File: config.mk
export PLATFORM = sky130hd
export DESIGN_NAME = infix_to_postfix_converter_top
export DESIGN_NICKNAME = d
export VERILOG_FILES = /design/src/hw/rtl/i2p_pkg.sv /design/src/hw/rtl/i2p_ram.sv /design/src/hw/rtl/i2p_datapath.sv /design/src/hw/rtl/i2p_ctrl.sv /design/src/hw/rtl/infix_to_postfix_converter_top.sv
export SDC_FILE = /design/constraint.sdc
export NUM_CORES = 1
export LEC_CHECK = 0
export ABC_CLOCK_PERIOD_IN_PS = 5750
export BUFFER_PORTS_ARGS = -buffer_cell sky130_fd_sc_hd__buf_2
export CORE_ASPECT_RATIO = 0.9
export CORE_UTILIZATION = 62
export DETAILED_ROUTE_END_ITERATION = 8
export PLACE_DENSITY = 0.79
export SYNTH_ARGS = -nofsm -noshare
export SYNTH_HDL_FRONTEND = slang
export SYNTH_SLANG_ARGS = --single-unit
File: constraint.sdc
create_clock -name clk -period 5.75 [get_ports clk]
set_input_delay 0 -clock clk [delete_from_list [all_inputs] [get_ports clk]]
set_output_delay 0 -clock clk [all_outputs]
set_load 0.05 [all_outputs]
File: src/hw/rtl/i2p_pkg.sv
`timescale 1ns / 1ps
// i2p_pkg: payload types, controller/datapath command and status structs,
// character codes and precedence helpers for the infix-to-postfix converter.
// no dependencies
package i2p_pkg;

    typedef struct packed {
        logic [7:0] symbol;
        logic       end_of_expression;
    } item_t;

    typedef struct packed {
        logic [7:0] out_symbol;
        logic       last_of_run;
        logic       expression_done;
        logic       overflow_seen;
    } result_t;

    // controller -> datapath
    typedef struct packed {
        logic load;       // capture an accepted request
        logic emit_sym;   // emit the captured symbol
        logic pop_emit;   // emit the stack top and pop it
        logic push;       // push the captured symbol
        logic discard;    // pop the stack top without emitting
        logic finish;     // release the held result as the last of the run
    } cmd_t;

    // datapath -> controller
    typedef struct packed {
        logic is_operand;
        logic is_lparen;
        logic is_rparen;
        logic eoe;
        logic count_zero;
        logic top_lparen;
        logic op_pops;
        logic top_ok;
        logic emit_ok;
        logic finish_ok;
        logic pend_valid;
    } status_t;

    localparam logic [7:0] CH_CARET  = 8'h5E;
    localparam logic [7:0] CH_STAR   = 8'h2A;
    localparam logic [7:0] CH_SLASH  = 8'h2F;
    localparam logic [7:0] CH_PLUS   = 8'h2B;
    localparam logic [7:0] CH_MINUS  = 8'h2D;
    localparam logic [7:0] CH_LPAREN = 8'h28;
    localparam logic [7:0] CH_RPAREN = 8'h29;

    // precedence as an unsigned rank: -1 -> 0, 1 -> 1, 2 -> 2, 3 -> 3
    localparam logic [1:0] RANK_NONE = 2'd0;
    localparam logic [1:0] RANK_ADD  = 2'd1;
    localparam logic [1:0] RANK_MUL  = 2'd2;
    localparam logic [1:0] RANK_POW  = 2'd3;

    function automatic logic [1:0] prec_rank(input logic [7:0] ch);
        logic [1:0] r;
        case (ch) inside
            CH_CARET:           r = RANK_POW;
            CH_STAR, CH_SLASH:  r = RANK_MUL;
            CH_PLUS, CH_MINUS:  r = RANK_ADD;
            default:            r = RANK_NONE;
        endcase
        return r;
    endfunction

    function automatic logic is_operand(input logic [7:0] ch);
        logic r;
        case (ch) inside
            [8'h61:8'h7A], [8'h41:8'h5A], [8'h30:8'h39]: r = 1'b1;
            default:                                     r = 1'b0;
        endcase
        return r;
    endfunction

endpackage

File: src/hw/rtl/i2p_ram.sv
`timescale 1ns / 1ps
// i2p_ram: generic single-write, single-read ram with registered read data
// no dependencies
module i2p_ram #(
    parameter int WIDTH = 8,
    parameter int DEPTH = 32
) (
    input  logic                     clk,
    input  logic                     we,
    input  logic [$clog2(DEPTH)-1:0] waddr,
    input  logic [WIDTH-1:0]         wdata,
    input  logic [$clog2(DEPTH)-1:0] raddr,
    output logic [WIDTH-1:0]         rdata
);

    logic [WIDTH-1:0] mem [DEPTH];

    always_ff @(posedge clk)
    begin
        if (we)
        begin
            mem[waddr] <= wdata;
        end
        rdata <= mem[raddr];
    end

endmodule

File: src/hw/rtl/i2p_datapath.sv
`timescale 1ns / 1ps
// i2p_datapath: captured request, operator stack with count and overflow flag,
// held result and output register. depends on i2p_pkg and i2p_ram
module i2p_datapath #(
    parameter int STACK_DEPTH = 32
) (
    input  logic             clk,
    input  logic             rst_n,
    input  i2p_pkg::cmd_t    cmd,
    output i2p_pkg::status_t status,
    input  i2p_pkg::item_t   sym,
    input  logic             res_ready,
    output logic             res_valid,
    output i2p_pkg::result_t res
);
    import i2p_pkg::*;

    localparam int CW = $clog2(STACK_DEPTH + 1);
    localparam int AW = $clog2(STACK_DEPTH);

    item_t           item_reg;
    logic [CW-1:0]   count_reg, count_next, count_m1;
    logic            flag_reg, flag_next;
    logic            top_ok_reg, top_ok_next;
    logic            pend_valid_reg, pend_valid_next;
    logic [7:0]      pend_reg, pend_next;
    logic            res_valid_reg, res_valid_next;
    result_t         res_reg, res_next;

    logic [7:0]      top;
    logic            full, emit, move, out_free, wr_en;
    logic [7:0]      emit_val;

    assign count_m1 = count_reg - CW'(1);
    assign full     = (count_reg == CW'(STACK_DEPTH));
    assign wr_en    = cmd.push & ~full;

    i2p_ram #(
        .WIDTH (8),
        .DEPTH (STACK_DEPTH)
    ) u_stack (
        .clk   (clk),
        .we    (wr_en),
        .waddr (count_reg[AW-1:0]),
        .wdata (item_reg.symbol),
        .raddr (count_m1[AW-1:0]),
        .rdata (top)
    );

    assign out_free = ~res_valid_reg | res_ready;
    assign emit     = cmd.emit_sym | cmd.pop_emit;
    assign emit_val = cmd.pop_emit ? top : item_reg.symbol;
    assign move     = (emit & pend_valid_reg) | cmd.finish;

    always_comb
    begin
        count_next = count_reg;
        if (wr_en)
        begin
            count_next = count_reg + CW'(1);
        end
        else if (cmd.pop_emit | cmd.discard)
        begin
            count_next = count_m1;
        end

        flag_next   = flag_reg | (cmd.push & full);
        // read data is registered from the count, so it trails every change of the count
        top_ok_next = ~(cmd.push | cmd.pop_emit | cmd.discard);

        pend_valid_next = pend_valid_reg;
        pend_next       = pend_reg;
        if (emit)
        begin
            pend_valid_next = 1'b1;
            pend_next       = emit_val;
        end
        else if (cmd.finish)
        begin
            pend_valid_next = 1'b0;
        end

        res_next = res_reg;
        if (move)
        begin
            res_next.out_symbol      = pend_reg;
            res_next.last_of_run     = cmd.finish;
            res_next.expression_done = cmd.finish & item_reg.end_of_expression;
            res_next.overflow_seen   = flag_reg;
        end

        if (move)
        begin
            res_valid_next = 1'b1;
        end
        else if (res_ready)
        begin
            res_valid_next = 1'b0;
        end
        else
        begin
            res_valid_next = res_valid_reg;
        end
    end

    always_ff @(posedge clk or negedge rst_n)
    begin
        if (!rst_n)
        begin
            count_reg      <= '0;
            flag_reg       <= 1'b0;
            top_ok_reg     <= 1'b0;
            pend_valid_reg <= 1'b0;
            res_valid_reg  <= 1'b0;
        end
        else
        begin
            count_reg      <= count_next;
            flag_reg       <= flag_next;
            top_ok_reg     <= top_ok_next;
            pend_valid_reg <= pend_valid_next;
            res_valid_reg  <= res_valid_next;
        end
    end

    always_ff @(posedge clk)
    begin
        if (cmd.load)
        begin
            item_reg <= sym;
        end
        pend_reg <= pend_next;
        res_reg  <= res_next;
    end

    always_comb
    begin
        status.is_operand = is_operand(item_reg.symbol);
        status.is_lparen  = (item_reg.symbol == CH_LPAREN);
        status.is_rparen  = (item_reg.symbol == CH_RPAREN);
        status.eoe        = item_reg.end_of_expression;
        status.count_zero = (count_reg == '0);
        status.top_lparen = (top == CH_LPAREN);
        status.op_pops    = (count_reg != '0) &&
                            (prec_rank(item_reg.symbol) <= prec_rank(top));
        status.top_ok     = top_ok_reg;
        status.emit_ok    = ~pend_valid_reg | out_free;
        status.finish_ok  = out_free;
        status.pend_valid = pend_valid_reg;
    end

    assign res_valid = res_valid_reg;
    assign res       = res_reg;

endmodule

File: src/hw/rtl/i2p_ctrl.sv
`timescale 1ns / 1ps
// i2p_ctrl: sequencer for one request, drives datapath commands
// depends on i2p_pkg
module i2p_ctrl (
    input  logic             clk,
    input  logic             rst_n,
    input  logic             sym_valid,
    output logic             sym_ready,
    input  i2p_pkg::status_t status,
    output i2p_pkg::cmd_t    cmd
);
    import i2p_pkg::*;

    typedef enum logic [2:0] {
        S_IDLE,
        S_CLASS,
        S_RPAREN,
        S_OPPOP,
        S_FLUSH,
        S_FINISH
    } state_t;

    state_t state_reg, state_next;

    always_comb
    begin
        state_next = state_reg;
        cmd        = '0;
        sym_ready  = 1'b0;
        case (state_reg)
            S_IDLE:
            begin
                sym_ready = 1'b1;
                if (sym_valid)
                begin
                    cmd.load   = 1'b1;
                    state_next = S_CLASS;
                end
            end
            S_CLASS:
            begin
                if (status.is_operand)
                begin
                    if (status.emit_ok)
                    begin
                        cmd.emit_sym = 1'b1;
                        state_next   = S_FLUSH;
                    end
                end
                else if (status.is_lparen)
                begin
                    cmd.push   = 1'b1;
                    state_next = S_FLUSH;
                end
                else if (status.is_rparen)
                begin
                    state_next = S_RPAREN;
                end
                else
                begin
                    state_next = S_OPPOP;
                end
            end
            S_RPAREN:
            begin
                if (status.count_zero)
                begin
                    state_next = S_FLUSH;
                end
                else if (status.top_ok)
                begin
                    if (status.top_lparen)
                    begin
                        cmd.discard = 1'b1;
                        state_next  = S_FLUSH;
                    end
                    else if (status.emit_ok)
                    begin
                        cmd.pop_emit = 1'b1;
                    end
                end
            end
            S_OPPOP:
            begin
                if (status.top_ok)
                begin
                    if (status.op_pops)
                    begin
                        cmd.pop_emit = status.emit_ok;
                    end
                    else
                    begin
                        cmd.push   = 1'b1;
                        state_next = S_FLUSH;
                    end
                end
            end
            S_FLUSH:
            begin
                if (!status.eoe || status.count_zero)
                begin
                    state_next = S_FINISH;
                end
                else if (status.top_ok && status.emit_ok)
                begin
                    cmd.pop_emit = 1'b1;
                end
            end
            S_FINISH:
            begin
                if (!status.pend_valid)
                begin
                    state_next = S_IDLE;
                end
                else if (status.finish_ok)
                begin
                    cmd.finish = 1'b1;
                    state_next = S_IDLE;
                end
            end
            default:
            begin
                state_next = S_IDLE;
            end
        endcase
    end

    always_ff @(posedge clk or negedge rst_n)
    begin
        if (!rst_n)
        begin
            state_reg <= S_IDLE;
        end
        else
        begin
            state_reg <= state_next;
        end
    end

endmodule

File: src/hw/rtl/infix_to_postfix_converter_top.sv
`timescale 1ns / 1ps
// infix_to_postfix_converter_top: shunting-yard converter, top level
// depends on i2p_pkg, i2p_ctrl, i2p_datapath (and i2p_ram below it)
//
// Takes one ASCII character per request on the sym channel and returns the
// postfix characters on the res channel, one per request. Letters and digits
// pass straight through, '(' and operators go onto an operator stack of
// STACK_DEPTH entries, ')' unwinds to its '(' and a character flagged as end
// of expression flushes the stack. Results of one input request are marked
// with last_of_run on the final one and expression_done on the final one of a
// flushed expression; overflow_seen is a sticky flag set when a push met a
// full stack and the character was dropped. An input request that produces
// nothing returns no result. Timing: one request is worked at a time. It
// passes through a capture state, a decode state and a release state, even
// when it yields no result, and through a flush step that has nothing to do
// when there is nothing to pop. Every pop waits for the new top, since the
// registered read port of the stack ram gives the new top only after each
// change of the stack count has been registered. The ')' loop and the
// operator loop end in a step that meets the '(' and discards it, meets a
// lower rank and pushes the operator, or meets an empty stack; the ')' loop
// and the flush see an empty stack from the count alone, without waiting for
// the read after their last pop, and a flush that follows a push first waits
// for the new top. Results wait in an output register, so a stalled consumer
// only holds the sequencer once a second result is ready.

module infix_to_postfix_converter_top #(
    parameter int STACK_DEPTH = 32
) (
    input  logic             clk,
    input  logic             rst_n,
    // input character channel
    input  logic             sym_valid,
    output logic             sym_ready,
    input  i2p_pkg::item_t   sym,
    // postfix result channel
    output logic             res_valid,
    input  logic             res_ready,
    output i2p_pkg::result_t res
);
    import i2p_pkg::*;

    cmd_t    cmd;
    status_t status;

    // sequencer: classify, pop loops, flush, final release
    i2p_ctrl u_ctrl (
        .clk       (clk),
        .rst_n     (rst_n),
        .sym_valid (sym_valid),
        .sym_ready (sym_ready),
        .status    (status),
        .cmd       (cmd)
    );

    // stack, flags, held result and output register
    i2p_datapath #(
        .STACK_DEPTH (STACK_DEPTH)
    ) u_datapath (
        .clk       (clk),
        .rst_n     (rst_n),
        .cmd       (cmd),
        .status    (status),
        .sym       (sym),
        .res_ready (res_ready),
        .res_valid (res_valid),
        .res       (res)
    );

endmodule

==> run summary <==
Iter 0 DRT Violations -> 764
RSZ-0062 raised after global routing -> no
Final min period -> 4500 ps
nets -> 687
proportion of layout cells with a drive suffix above 1 -> 26.4%
fin crit share -> 78.2%
Sink Count -> 305
FF+latch area -> 9020 µm²
Final Non-Filler Cells -> 940
final setup TNS -> 0 ps
area of the multi-input gates -> 3080 µm²
register area share after synthesis -> 73.5%
postcts setup bufs -> 0
status -> complete, no violations
global-route wire length before repair -> 40.2 mm
Leakage Power -> 4.45 nW
Crit Path Class -> register to register
Row Count -> 48
IO Pins -> 26
Power Density -> 526 nW/µm²
initial antenna violation count -> 0
Syn Nets -> 629
drt pass-1 iters -> 5
Syn-to-layout area delta -> 12.3%
# fillers -> 1091
EDFF count, synth -> 284
CTS Buf Count -> 29
worst-path fanout max -> 37
data required time at the worst endpoint -> 5920 ps
Avg WL per Cell -> 28.6 µm
GRT Residual Overflow -> 0
post-route setup slack -> 1250 ps
Synth Cell Area -> 12300 µm²
Primary FF master, synth -> edfxtp_1
port bufs -> 25
DP Worst Slack -> 1380 ps
final setup violation count -> 0
Setup crit end kind -> register
H-tree depth -> 1
Initial Utilization -> 63.6%
GR Layer Usage met1 -> 39.8%
# diodes -> 0
fmax -> 222 MHz
area of the die -> 20300 µm²
FFs w/ async S/R, synth -> 4.26%
Total Wirelength -> 26.9 mm
Yosys reg bits -> 305
Die Y-Extent -> 135 µm
largest net degree at the start of global routing -> 39
M3 GR Usage -> 6.77%
max reg flops -> 256
core area -> 19300 µm²
dpl cells -> 875
CTS Buffer Depth -> 3
mean number of vias per cell -> 6.67
Synth Instances -> 610
busiest grt layer -> met2
synth warn -> 0
Antenna Nets Post-Route -> 0
GRT Util Overall -> 28.1%
Hold Crit Class -> input pin to register
number of global-route vias before repair -> 6241
hold_sp -> sym_valid
CP Cell Sequence -> buf_4, inv_1, or4b_1, nor4b_1, a31o_1, ha_1, nor2b_1, o21ai_1, a21o_1, a21boi_2, nand2_1, nor2_1
Worst Hold Path Cells -> 2
Max transition margin -> 36.2%
Final Hold Viols -> 0
DPL Wire Length -> 16.3 mm
Vias -> 6270
R2R Path Start -> u_datapath.item_reg[2]
Post-CTS Resized -> 0
DR DRC count -> 0
Peak supply drop -> 0.000372 V
max incr delay on CP -> 700 ps
die width -> 150 µm
grt met2 use -> 43.5%
CP Launch Point -> u_datapath.item_reg[2]
CP max-delay cell -> nor2_1
register clock-pin slew on the reported worst setup and hold paths -> 60 ps
Slew Limit Fails -> 0
Unique masters post-synth -> 61
Slew @ Worst Pin -> 950 ps
Max-cap violations -> 0
R2R depth -> 12
GPL Wtd Cong -> 0.889
Root Buffer -> clkbuf_16
WHS -> 50.8 ps
Worst setup SP type -> register
Post-Syn Area per Cell -> 20.1 µm²
worst skew pair latency -> 540 ps
CTS tree -> yes
clk_skew -> 14.4 ps
Hold Buf Count CTS -> 12
Arr. time, crit path -> 4660 ps
[area by class of cell]
type | count | share of cell area, %
Sequential cell | 305 | 65.5
Multi-Input combinational cell | 272 | 22.3
Clock buffer | 39 | 5.83
Timing Repair Buffer | 52 | 2.60
Tap cell | 250 | 2.27
Clock inverter | 14 | 1.24
Inverter | 8 | 0.218
[routing by layer]
metal | wire (µm) | share of wire [%] | vias to the layer above
met5 | 0 | 0 | -
met1 | 10200 | 38 | 3181
li1 | - | - | 2627
met2 | 13000 | 48 | 395
met3 | 2790 | 10 | 67
met4 | 837 | 3.1 | 0
[final timing paths]
path / end / slack (ps)
worst min-delay path: u_datapath.item_reg[6] / 50
worst max register to register: u_datapath.u_stack.mem[13][3] / 1250
max in group asynchronous: u_datapath.count_reg[0] / 4690
min in group asynchronous: u_datapath.count_reg[4] / 580
worst max-delay path: u_datapath.u_stack.mem[13][3] / 1250
worst min register to register: u_datapath.res[10] / 420
[logic make-up after synthesis]
group | Yosys count | share of synthesized area, %
adders and majority gates | 6 | 0.612
DFF | 305 | 73.5
AOI/OAI and AO/OA | 49 | 2.90
xor gates and xnor gates | 10 | 0.775
and+or+nand+nor | 110 | 4.54
buffers and inverters | 33 | 1.44
muxes | 97 | 16.2
[stage by stage]
stage                     power, mW  area, µm²  util [%]
after floorplan                4.65      12300         -
after global placement         5.23      12700      65.7
after detailed placement       5.27      12700      65.7
after CTS                      7.23      13800      71.4
after global routing           7.48      13800      71.4
final                          7.25      13800      71.4
[placed cells by master (no fill, tap or decap), types with 5 or more instances in the layout]
master | Yosys | routed
ha_1 | 6 | 5
buf_2 | 10 | 25
nand3b_1 | 5 | 5
clkbuf_1 | 11 | 6
clkbuf_16 | 0 | 29
inv_1 | 7 | 7
mux4_2 | 80 | 80
mux2_1 | 6 | 6
mux2_2 | 10 | 10
dfrtp_1 | 13 | 12
nor2b_1 | 5 | 5
nand2_1 | 17 | 17
nor2_1 | 47 | 47
nand3_1 | 7 | 7
xnor2_1 | 6 | 6
dfxtp_1 | 8 | 8
dlygate4sd3_1 | 0 | 12
o21ai_0 | 5 | 5
edfxtp_1 | 284 | 284
buf_4 | 0 | 15
a21oi_1 | 6 | 6
[worst max-delay path: cells and delay by family, from the launching register on]
kind                     cells  cell delay (ps)
flip-flops                   1              340
adder cells (fa/ha/maj)      1              140
AND/OR/NAND/NOR              5             2260
AO/OA/AOI/OAI                4              830
buffers and inverters        2              540
[report_power, final]
part / switching, mW / internal [mW] / total, mW
clock network: 0.790 / 1.16 / 1.95
logic: 1.29 / 1.16 / 2.45
registers: 0.213 / 2.64 / 2.85
total: 2.30 / 4.95 / 7.25
[Yosys cell counts (2+ instances only)]
cell | count | area, µm²
buf_12 | 2 | 40.0
or4b_1 | 3 | 30.0
o21ai_0 | 5 | 25.0
nand4_1 | 3 | 18.8
and3_1 | 2 | 12.5
o2111ai_1 | 2 | 17.5
o31ai_1 | 2 | 15.0
o211ai_1 | 2 | 15.0
a31oi_1 | 3 | 18.8
and2_1 | 2 | 12.5
nor3_1 | 4 | 20.0
a21boi_1 | 2 | 15.0
mux4_2 | 80 | 1800
a21o_1 | 3 | 22.5
nand2_1 | 17 | 63.8
nor2_1 | 47 | 176
buf_2 | 10 | 50.1
a2bb2oi_1 | 3 | 26.3
inv_1 | 7 | 26.3
nand3b_1 | 5 | 37.5
nand3_1 | 7 | 35.0
nor3b_1 | 2 | 15.0
a21oi_1 | 6 | 30.0
mux2_1 | 6 | 67.6
nor2b_1 | 5 | 31.3
ha_1 | 6 | 75.1
nor4b_1 | 2 | 17.5
mux2_2 | 10 | 113
o21ai_1 | 3 | 15.0
o21a_1 | 3 | 22.5
nor3_2 | 2 | 20.0
clkbuf_1 | 11 | 41.3
xor2_1 | 3 | 26.3
a21boi_0 | 2 | 15.0
nor4bb_1 | 2 | 20.0
dfrtp_1 | 13 | 325
or3_1 | 2 | 12.5
edfxtp_1 | 284 | 8530
xnor2_1 | 6 | 52.6
o21bai_1 | 2 | 15.0
nor4_1 | 2 | 12.5
dfxtp_1 | 8 | 160
Note: power is estimated with default switching activity, not from simulation.
